File: src/sv/tof_pkg.sv
package tof_pkg;

    // Telnet protocol codes
    localparam logic [7:0] IAC_CODE = 8'hff;
    localparam logic [7:0] CMD_GA   = 8'd249;
    localparam logic [7:0] CMD_SB   = 8'd250;
    localparam logic [7:0] CMD_WILL = 8'd251;
    localparam logic [7:0] CMD_WONT = 8'd252;
    localparam logic [7:0] CMD_DO   = 8'd253;
    localparam logic [7:0] CMD_DONT = 8'd254;

    // Option numbers that are negotiated
    localparam logic [7:0] OPT_BINARY = 8'd0;
    localparam logic [7:0] OPT_ECHO   = 8'd1;
    localparam logic [7:0] OPT_SGA    = 8'd3;

    // Result destinations
    localparam logic DEST_SERIAL = 1'b0;
    localparam logic DEST_NET    = 1'b1;

    // Input operations
    localparam logic OP_BYTE    = 1'b0;
    localparam logic OP_CONNECT = 1'b1;

    // Up to one reply triple per input item
    localparam int RESULTS_MAX = 3;
    localparam int CNT_W       = $clog2(RESULTS_MAX + 1);

    // Negotiation and parser state
    typedef struct packed {
        logic       in_iac;
        logic       have_command;
        logic [7:0] command_code;
        logic       server_binary;
        logic       server_echo;
        logic       server_suppress_ga;
        logic       client_binary;
        logic       client_echo;
        logic       client_suppress_ga;
    } neg_state_t;

endpackage

File: src/sv/tof_ifs.sv
// Network receive channel: one byte or a connect event per beat.
interface tof_rx_if;
    logic       valid;
    logic       ready;
    logic       op;
    logic [7:0] net_byte;
    logic       end_of_chunk;

    modport source (output valid, output op, output net_byte, output end_of_chunk,
                    input ready);
    modport sink   (input valid, input op, input net_byte, input end_of_chunk,
                    output ready);
endinterface

// Result channel: one serial or network byte per beat.
interface tof_tx_if;
    logic       valid;
    logic       ready;
    logic       out_dest;
    logic [7:0] out_byte;
    logic       last;
    logic       server_binary_now;

    modport source (output valid, output out_dest, output out_byte, output last,
                    output server_binary_now, input ready);
    modport sink   (input valid, input out_dest, input out_byte, input last,
                    input server_binary_now, output ready);
endinterface

// Configuration write channel for the telnet enable register.
interface tof_cfg_if;
    logic valid;
    logic ready;
    logic telnet_enable;

    modport source (output valid, output telnet_enable, input ready);
    modport sink   (input valid, input telnet_enable, output ready);
endinterface

File: src/sv/telnet_option_filter.sv
// Each item passes the input register and then the result group register before its first
// result beat is offered. Throughput: one item per cycle when it yields one byte or none and
// each result beat is taken when offered; an item that yields a reply triple holds the result
// group register until its three beats have gone out on the single output port.
// Reset: rst_n is asynchronous, active low; it clears the telnet enable and all negotiation state.
module telnet_option_filter (
    input  logic            clk,
    input  logic            rst_n,
    tof_rx_if.sink          rx,
    tof_tx_if.source        tx,
    tof_cfg_if.sink         cfg
);

    localparam int CW = tof_pkg::CNT_W;

    logic                    enable_reg;
    tof_pkg::neg_state_t     neg_reg;
    tof_pkg::neg_state_t     neg_next;

    logic                    in_vld_reg;
    logic                    in_op_reg;
    logic [7:0]              in_byte_reg;

    logic [CW-1:0]           grp_cnt_reg;
    logic [7:0]              grp_byte_reg [tof_pkg::RESULTS_MAX];
    logic                    grp_dest_reg;
    logic                    grp_sbin_reg;

    logic [CW-1:0]           res_cnt;
    logic                    res_dest;
    logic [7:0]              res_byte [tof_pkg::RESULTS_MAX];
    logic                    known_opt;

    logic                    rx_fire;
    logic                    tx_fire;
    logic                    grp_load;

    // Handshakes
    assign tx_fire  = tx.valid && tx.ready;
    assign grp_load = in_vld_reg &&
                      ((grp_cnt_reg == '0) || ((grp_cnt_reg == CW'(1)) && tx_fire));
    assign rx.ready = !in_vld_reg || grp_load;
    assign rx_fire  = rx.valid && rx.ready;
    assign cfg.ready = 1'b1;

    // Configuration register
    always_ff @(posedge clk or negedge rst_n)
    begin
        if (!rst_n)
        begin
            enable_reg <= 1'b0;
        end
        else if (cfg.valid)
        begin
            enable_reg <= cfg.telnet_enable;
        end
    end

    // Input register valid flag
    always_ff @(posedge clk or negedge rst_n)
    begin
        if (!rst_n)
        begin
            in_vld_reg <= 1'b0;
        end
        else if (rx_fire)
        begin
            in_vld_reg <= 1'b1;
        end
        else if (grp_load)
        begin
            in_vld_reg <= 1'b0;
        end
    end

    // Input register payload
    always_ff @(posedge clk)
    begin
        if (rx_fire)
        begin
            in_op_reg   <= rx.op;
            in_byte_reg <= rx.net_byte;
        end
    end

    // Parser and option negotiation for the item in the input register
    always_comb
    begin
        neg_next  = neg_reg;
        res_cnt   = '0;
        res_dest  = tof_pkg::DEST_SERIAL;
        res_byte[0] = in_byte_reg;
        res_byte[1] = in_byte_reg;
        res_byte[2] = in_byte_reg;
        known_opt = (in_byte_reg == tof_pkg::OPT_BINARY) ||
                    (in_byte_reg == tof_pkg::OPT_ECHO) ||
                    (in_byte_reg == tof_pkg::OPT_SGA);

        if (in_op_reg == tof_pkg::OP_CONNECT)
        begin
            neg_next = '0;
        end
        else if (!enable_reg)
        begin
            res_cnt = CW'(1);
        end
        else if (neg_reg.in_iac)
        begin
            if (neg_reg.have_command)
            begin
                // Option byte ends the sequence; unknown options after a command
                // code above SB (a negotiation verb or IAC) are refused.
                if (!known_opt && (neg_reg.command_code > tof_pkg::CMD_SB))
                begin
                    res_cnt     = CW'(3);
                    res_dest    = tof_pkg::DEST_NET;
                    res_byte[0] = tof_pkg::IAC_CODE;
                    res_byte[1] = tof_pkg::CMD_WONT;
                end
                if ((neg_reg.command_code == tof_pkg::CMD_WILL) ||
                    (neg_reg.command_code == tof_pkg::CMD_WONT))
                begin
                    if (in_byte_reg == tof_pkg::OPT_BINARY)
                    begin
                        neg_next.server_binary = (neg_reg.command_code == tof_pkg::CMD_WILL);
                    end
                    if (in_byte_reg == tof_pkg::OPT_ECHO)
                    begin
                        neg_next.server_echo = (neg_reg.command_code == tof_pkg::CMD_WILL);
                    end
                    if (in_byte_reg == tof_pkg::OPT_SGA)
                    begin
                        neg_next.server_suppress_ga =
                            (neg_reg.command_code == tof_pkg::CMD_WILL);
                    end
                end
                else if ((neg_reg.command_code == tof_pkg::CMD_DO) ||
                         (neg_reg.command_code == tof_pkg::CMD_DONT))
                begin
                    // Binary follows the request, echo is always refused and
                    // suppress-go-ahead is always accepted.
                    if (known_opt)
                    begin
                        res_cnt     = CW'(3);
                        res_dest    = tof_pkg::DEST_NET;
                        res_byte[0] = tof_pkg::IAC_CODE;
                    end
                    if (in_byte_reg == tof_pkg::OPT_BINARY)
                    begin
                        neg_next.client_binary = (neg_reg.command_code == tof_pkg::CMD_DO);
                        res_byte[1] = (neg_reg.command_code == tof_pkg::CMD_DO) ?
                                      tof_pkg::CMD_WILL : tof_pkg::CMD_WONT;
                    end
                    if (in_byte_reg == tof_pkg::OPT_ECHO)
                    begin
                        neg_next.client_echo = 1'b0;
                        res_byte[1] = tof_pkg::CMD_WONT;
                    end
                    if (in_byte_reg == tof_pkg::OPT_SGA)
                    begin
                        neg_next.client_suppress_ga = 1'b1;
                        res_byte[1] = tof_pkg::CMD_WILL;
                    end
                end
                neg_next.in_iac       = 1'b0;
                neg_next.have_command = 1'b0;
            end
            else if (in_byte_reg == tof_pkg::CMD_GA)
            begin
                neg_next.in_iac = 1'b0;
            end
            else
            begin
                neg_next.command_code = in_byte_reg;
                neg_next.have_command = 1'b1;
                // A doubled IAC is a literal data byte only in binary mode.
                if (neg_reg.server_binary && (in_byte_reg == tof_pkg::IAC_CODE))
                begin
                    neg_next.in_iac       = 1'b0;
                    neg_next.have_command = 1'b0;
                    res_cnt               = CW'(1);
                end
            end
        end
        else if (in_byte_reg == tof_pkg::IAC_CODE)
        begin
            neg_next.in_iac = 1'b1;
        end
        else
        begin
            res_cnt = CW'(1);
        end
    end

    // Negotiation state and result group control
    always_ff @(posedge clk or negedge rst_n)
    begin
        if (!rst_n)
        begin
            neg_reg     <= '0;
            grp_cnt_reg <= '0;
        end
        else if (grp_load)
        begin
            neg_reg     <= neg_next;
            grp_cnt_reg <= res_cnt;
        end
        else if (tx_fire)
        begin
            grp_cnt_reg <= grp_cnt_reg - CW'(1);
        end
    end

    // Result group payload; the head byte shifts out one per beat
    always_ff @(posedge clk)
    begin
        if (grp_load)
        begin
            grp_byte_reg <= res_byte;
            grp_dest_reg <= res_dest;
            grp_sbin_reg <= neg_next.server_binary;
        end
        else if (tx_fire)
        begin
            for (int i = 0; i < tof_pkg::RESULTS_MAX - 1; i++)
            begin
                grp_byte_reg[i] <= grp_byte_reg[i + 1];
            end
        end
    end

    // Output channel
    assign tx.valid             = (grp_cnt_reg != '0);
    assign tx.out_dest          = grp_dest_reg;
    assign tx.out_byte          = grp_byte_reg[0];
    assign tx.last              = (grp_cnt_reg == CW'(1));
    assign tx.server_binary_now = grp_sbin_reg;

endmodule

File: src/flat_wrapper.sv
// flat-port wrapper written by rule: the top's interface ports become plain ports
module telnet_option_filter_flat 
  (clk, rst_n, rx_valid, rx_op, rx_net_byte, rx_end_of_chunk, rx_ready, tx_valid, tx_out_dest, tx_out_byte, tx_last, tx_server_binary_now, tx_ready, cfg_valid, cfg_telnet_enable, cfg_ready);
  tof_rx_if rx_i ();
  tof_tx_if tx_i ();
  tof_cfg_if cfg_i ();
  input  logic clk;
  input  logic rst_n;
  input wire logic [$bits(rx_i.valid)-1:0] rx_valid;
  input wire logic [$bits(rx_i.op)-1:0] rx_op;
  input wire logic [$bits(rx_i.net_byte)-1:0] rx_net_byte;
  input wire logic [$bits(rx_i.end_of_chunk)-1:0] rx_end_of_chunk;
  output wire logic [$bits(rx_i.ready)-1:0] rx_ready;
  output wire logic [$bits(tx_i.valid)-1:0] tx_valid;
  output wire logic [$bits(tx_i.out_dest)-1:0] tx_out_dest;
  output wire logic [$bits(tx_i.out_byte)-1:0] tx_out_byte;
  output wire logic [$bits(tx_i.last)-1:0] tx_last;
  output wire logic [$bits(tx_i.server_binary_now)-1:0] tx_server_binary_now;
  input wire logic [$bits(tx_i.ready)-1:0] tx_ready;
  input wire logic [$bits(cfg_i.valid)-1:0] cfg_valid;
  input wire logic [$bits(cfg_i.telnet_enable)-1:0] cfg_telnet_enable;
  output wire logic [$bits(cfg_i.ready)-1:0] cfg_ready;
  assign rx_i.valid = rx_valid;
  assign rx_i.op = rx_op;
  assign rx_i.net_byte = rx_net_byte;
  assign rx_i.end_of_chunk = rx_end_of_chunk;
  assign rx_ready = rx_i.ready;
  assign tx_valid = tx_i.valid;
  assign tx_out_dest = tx_i.out_dest;
  assign tx_out_byte = tx_i.out_byte;
  assign tx_last = tx_i.last;
  assign tx_server_binary_now = tx_i.server_binary_now;
  assign tx_i.ready = tx_ready;
  assign cfg_i.valid = cfg_valid;
  assign cfg_i.telnet_enable = cfg_telnet_enable;
  assign cfg_ready = cfg_i.ready;
  telnet_option_filter u_core (.clk(clk), .rst_n(rst_n), .rx(rx_i), .tx(tx_i), .cfg(cfg_i));
endmodule
File: config.mk
export PLATFORM = sky130hd
export DESIGN_NAME = telnet_option_filter_flat
export DESIGN_NICKNAME = d
export VERILOG_FILES = /design/src/sv/tof_pkg.sv /design/src/sv/tof_ifs.sv /design/src/sv/telnet_option_filter.sv /design/src/flat_wrapper.sv
export SDC_FILE = /design/constraint.sdc
export NUM_CORES = 1
export LEC_CHECK = 0
export ABC_AREA = 1
export BUFFER_PORTS_ARGS = -buffer_cell sky130_fd_sc_hd__buf_2
export CAP_MARGIN = 0
export CORE_MARGIN = 2
export CORE_UTILIZATION = 59
export CTS_BUF_LIST = sky130_fd_sc_hd__clkbuf_16
export DETAILED_ROUTE_END_ITERATION = 8
export PLACE_DENSITY = 0.81
export SLEW_MARGIN = 5
export SYNTH_ARGS = -nofsm -noshare
export SYNTH_HDL_FRONTEND = slang
export SYNTH_SLANG_ARGS = --single-unit
File: constraint.sdc
create_clock -name clk -period 4.1 [get_ports clk]
set_input_delay 0.41 -clock clk [delete_from_list [all_inputs] [get_ports clk]]
set_output_delay 0.41 -clock clk [all_outputs]
set_load 0.02 [all_outputs]
After elaboration in Yosys (flattened, before gate mapping)

Cells that the tools add are included.

Add/sub/neg operators: 1
Bitwise gates (word level): 3
Order comparisons: 1
Mux-type cells: 53
Reductions and logical operators: 25
Eq/ne operators: 11

Operator list:

| operator           | number |
|---|---|
| $mux 16            | 11 |
| $eq 8x8->1 const B | 6 |
| $mux 8             | 5 |
| $mux 2             | 12 |
| $mux 1             | 18 |
| $mux 15            | 1 |
| $mux 3             | 4 |
| $reduce_bool 2->1  | 5 |
| $mux 9             | 1 |
| $eq 8x1->1 const B | 1 |
| $eq 8x2->1 const B | 1 |
| $gt 8x8->1 const B | 1 |
| $logic_not 8->1    | 1 |
| $logic_and 1x1->1  | 6 |
| $logic_or 1x1->1   | 6 |
| $mux 6             | 1 |
| $reduce_and 5->1   | 1 |
| $reduce_or 4->1    | 1 |
| $not 1->1          | 3 |
| $reduce_and 3->1   | 1 |
| $eq 2x1->1 const B | 1 |
| $logic_not 1->1    | 2 |
| $logic_not 2->1    | 1 |
| $ne 2x1->1 const B | 1 |
| 3 further kinds    | 3 |

Output and inout port bits: 14
Input bits: 16
Logic and storage cells: 108
Flip-flop bits (word level): 50

Logic depth before layout (Yosys ltp)

Depth after elaboration: 16
Depth in mapped cells: 12
Mapped depth without buffers: 12

Worst setup path before layout

Ideal clock, no wire load.

Path type: reg-to-reg
Start: register u_core.grp_cnt_reg[1]
End: register u_core.grp_byte_reg, in the netlist u_core.tx.out_byte[2] (data pin)
Stages on the path, launching flop included: 9
Path slack: 2.039 ns
Buffers on the path: 1
Data arrival time: 1.805 ns
Cells stage by stage: dfrtp_1 inv_1 ha_1 a21oi_2 nor2_8 clkbuf_1 nand2_1 o21ai_0 nand2_1

RTL lines:

| what                           | RTL line                    | source |
|---|---|---|
| start: declaration             | telnet_option_filter.sv:24  | `logic [CW-1:0] grp_cnt_reg;` |
| start signal: assignment       | telnet_option_filter.sv:206 | `grp_cnt_reg <= res_cnt;` |
| start signal: assignment       | telnet_option_filter.sv:210 | `grp_cnt_reg <= grp_cnt_reg - CW'(1);` |
| $eq 2x1->1                     | n/a                         |  |
| via tx_last                    | flat_wrapper.sv:17          | `output wire logic [$bits(tx_i.last)-1:0] tx_last;` |
| $logic_and 1x1->1              | telnet_option_filter.sv:41  | `((grp_cnt_reg == '0) \|\| ((grp_cnt_reg == CW'(1)) && tx_fire));` |
| $logic_or 1x1->1               | telnet_option_filter.sv:41  |  |
| $logic_and 1x1->1              | telnet_option_filter.sv:40  | `assign grp_load = in_vld_reg &&` |
| via u_core.grp_load            | telnet_option_filter.sv:36  | `logic grp_load;` |
| $mux 16                        | telnet_option_filter.sv:217 | `if (grp_load)` |
| end signal: assignment         | telnet_option_filter.sv:219 | `grp_byte_reg <= res_byte;` |
| end signal: indexed assignment | telnet_option_filter.sv:227 | `grp_byte_reg[i] <= grp_byte_reg[i + 1];` |
| end: declaration               | telnet_option_filter.sv:25  | `logic [7:0] grp_byte_reg [tof_pkg::RESULTS_MAX];` |

The timed path passes the listed nets, and every way through them passes these cells.
A chain may end at the register's enable or synchronous reset.

Worst setup path in the final report

Start: register u_core.grp_cnt_reg[0]
End: register u_core.neg_reg[10] (netlist name)

Cells in the longest elaborated chain, start to end: 6

Ends and longest elaborated chain:

| what                           | RTL line                    | source |
|---|---|---|
| $reduce_bool 2->1              | telnet_option_filter.sv:233 | `assign tx.valid = (grp_cnt_reg != '0);` |
| $logic_and 1x1->1              | telnet_option_filter.sv:39  | `assign tx_fire = tx.valid && tx.ready;` |
| $logic_and 1x1->1              | telnet_option_filter.sv:41  |  |
| $logic_or 1x1->1 (*)           | telnet_option_filter.sv:41  |  |
| $logic_and 1x1->1 (*)          | telnet_option_filter.sv:40  |  |
| $reduce_and 5->1 (no line) (*) | n/a                         |  |
| end signal: assignment         | telnet_option_filter.sv:205 | `neg_reg <= neg_next;` |
| end: declaration               | telnet_option_filter.sv:17  | `tof_pkg::neg_state_t neg_reg;` |

Mark *: on every way between the ends. The rest lies on a longest branch, timed or not.

==> summary.txt <==
Power and ir drop
  • Worst-case vdd ir drop: 0.000422 V
  • Internal power: 0.00130 W
  • Sequential share of power: 44.9%
  • Total chip power: 0.00205 W
  • Part of the power in combinational logic: 32.8%
  • Net switching power: 0.000747 W
  • Clock network power share: 22.3%
  • LEAKAGE: 1.18 nW
  • Pwr per Cell Area: 768 nW/um^2
  • Switching Fraction: 36.5%

Logic synthesis
  • Post-synthesis sequential area ratio: 59.6%
  • Cells after synthesis: 248
  • Net Count, Synth: 266
  • Yosys warns: 0
  • Leading area contributor after synthesis: edfxtp_1
  • Post-synth top area share: 43.9%
  • Avg Cell Area, Syn: 9.65 sq um
  • Area contributors post-synth: edfxtp_1 44%, dfrtp_1 16%, nand2_1 9.7%, inv_1 4.7%, nor2_1 3.1%
  • Number of distinct library cells after synthesis: 32
  • Post-Syn Area: 2390 sq um
  • Yosys reg bits: 50

Clock tree
  • CTS tree: yes
  • Root buffer selected by CTS: clkbuf_16
  • Clk_lat worst skew: 0.29 ns
  • Num CTS Buffers: 5
  • Worst-path clk slew: 0.06 ns
  • H-Tree Depth: 2
  • Clock sink total: 50
  • # hold bufs at CTS: 0
  • Setup bufs post-CTS: 0
  • Post_cts resized: 0
  • CTS max path bufs: 2

STA
  • Endpoints failing setup: 0
  • Final hold vios: 0
  • Fin Clk Skew: 0.00753 ns
  • Fin crit period: 2.28 ns
  • Max-Slew Margin vs Limit: 56.7%
  • Setup TNS: 0 ns
  • Final period utilization: 55.7%
  • Max Fclk: 0.438 GHz
  • Least-Margin Pin Slew: 0.649 ns
  • RSZ-0062 raised after global routing: false
  • Slew Limit Fails: 0

Run status
  • Outcome: complete, no violations

Critical path
  • Bufs and invs on worst path: 2
  • Max incr delay on CP: 0.44 ns
  • WP data required: 4.31 ns
  • CP max stage cell: a21boi_2
  • CP cell instances: inv_1 > ha_1 > a21oi_2 > nor2_8 > inv_4 > a21oi_2 > a21boi_2 > nand4_1 > o21ai_1
  • Top cell by count, worst path: a21oi_2
  • Crit path launch type: register
  • CP Capture Type: register
  • CP Max Fanout: 26
  • Critical path arrival: 2.49 ns
  • Family with the most delay on the worst path: compound AO/OA/AOI/OAI gates
  • Critical path class: reg2reg

Cells and area
  • Fillers: 289
  • Diodes inserted: 0
  • Share of cells above drive strength 1: 21.0%
  • Commonest cells after routing, fill and taps aside: 62 x nand2_1, 35 x edfxtp_1, 30 x inv_1
  • Final nets: 288
  • Most common cell after layout, fill and taps aside: nand2_1
  • P&R area growth vs syn: 11.6%
  • Largest register FFs: 16

Placed design
  • Hpwl dp: 3.03 mm
  • Port Buffers: 27
  • GPL Wtd Cong: 0.941

Route
  • TritonRoute pass-1 iters: 5
  • DR iter-0 viols: 149
  • Antenna-violating nets left: 0
  • DR WL/cell: 13.8 microns
  • Remaining DRCs: 0
  • WL final: 4.44 mm
  • Post-DR vias/cell: 5.44
  • Vias: 1,745

Die
  • Die X: 67.7 microns
  • FP Rows: 23
  • Starting density of the core: 60.7%
  • Core area: 3940 sq um
  • IO Pins: 30
  • Die area: 4580 sq um
  • Die H: 67.7 microns

GRT
  • Total grt overflow: 0
  • Total global-route track usage: 21.8%
  • Initial antenna violation count: 0
  • First-pass GRT wire length: 7.24 mm
  • Number of global-route vias before repair: 1,654
  • Largest net degree at the start of global routing: 27

Min path
  • Hold Path Class: in2async

Flow run
  • Max cap viols: 0
cells by family (layout without fill, tap and decap cells):
kind of cell / count (synthesis) / after routing / synth area share (%)
DFF: 50 / 50 / 59.6
and+or+nand+nor: 108 / 108 / 20.1
AOI/OAI and AO/OA: 36 / 36 / 9.26
buffers and inverters: 51 / 74 / 9.83
adders and majority gates: 2 / 2 / 1.05
other: 1 / 1 / 0.157
power groups by stage:
stage | logic (W) | clock network, W | registers, W
2_1_floorplan | 0.000559 | 0 | 0.000907
3_3_place_gp | 0.000634 | 0 | 0.000914
3_5_place_dp | 0.000660 | 0 | 0.000927
4_1_cts | 0.000678 | 0.000462 | 0.000919
5_1_grt | 0.000761 | 0.000478 | 0.000943
6_report | 0.000673 | 0.000457 | 0.000919
final cells by class:
class	instances	area, sq um	area share, %
flip-flops and latches	50	1430	53.4
multi-input cells	147	731	27.4
inverters	39	149	5.58
repair buffers	27	135	5.06
clock buffers	5	125	4.69
well taps	50	62.6	2.34
clock inverters	3	40.0	1.50
stage by stage:
| stage | cell area (sq um) | setup WS, ns | std cells | utilization (%) | hold slack [ns] |
|---|---|---|---|---|---|
| after floorplan | 2390 | 2.04 | 248 | - | 0.114 |
| after global routing | 2670 | 1.56 | 321 | 67.7 | 0.0547 |
| final | 2670 | 1.82 | 321 | 67.7 | 0.0222 |
| after detailed placement | 2500 | 1.84 | 313 | 63.5 | 0.341 |
| after CTS | 2670 | 1.82 | 321 | 67.7 | 0.0373 |
| after global placement | 2500 | 1.91 | 313 | 63.5 | 0.334 |
path summary, 6_finish.rpt:
path | startpoint | to | slack [ns] | cells past startpoint
worst max-delay path | u_core.grp_cnt_reg[0] | u_core.neg_reg[10] | 1.82 | 9
worst min-delay path | rst_n | u_core.enable_reg | 0.02 | 1
worst max register to register | u_core.grp_cnt_reg[0] | u_core.neg_reg[10] | 1.82 | 9
worst min register to register | u_core.in_byte_reg[2] | u_core.grp_byte_reg[2] | 0.51 | 0
max in group asynchronous | rst_n | u_core.grp_cnt_reg[0] | 3.82 | 1
min in group clk | rx_net_byte[3] | u_core.in_byte_reg[3] | 0.30 | 1
metal layers:
metal	share of wire [%]	GRT usage, %	vias up
met3	6.5	5.50	9
met4	1.9	9.44	0
met2	52	36.0	65
met5	0	0	-
met1	39	27.1	816
li1	-	-	855
cells in the mapped netlist (all sizes together):
cell,instances
nor3,7
o31ai,1
conb,1
nand2,64
a21boi,1
nand4,7
inv,39
edfxtp,35
buf,10
dfrtp,15
and2,1
clkbuf,2
ha,2
a21oi,11
nor2,24
o21ai,17
nor4,1
nand3,4
o22ai,4
a22oi,1
o211ai,1
Note: power is estimated with default switching activity, not from simulation.
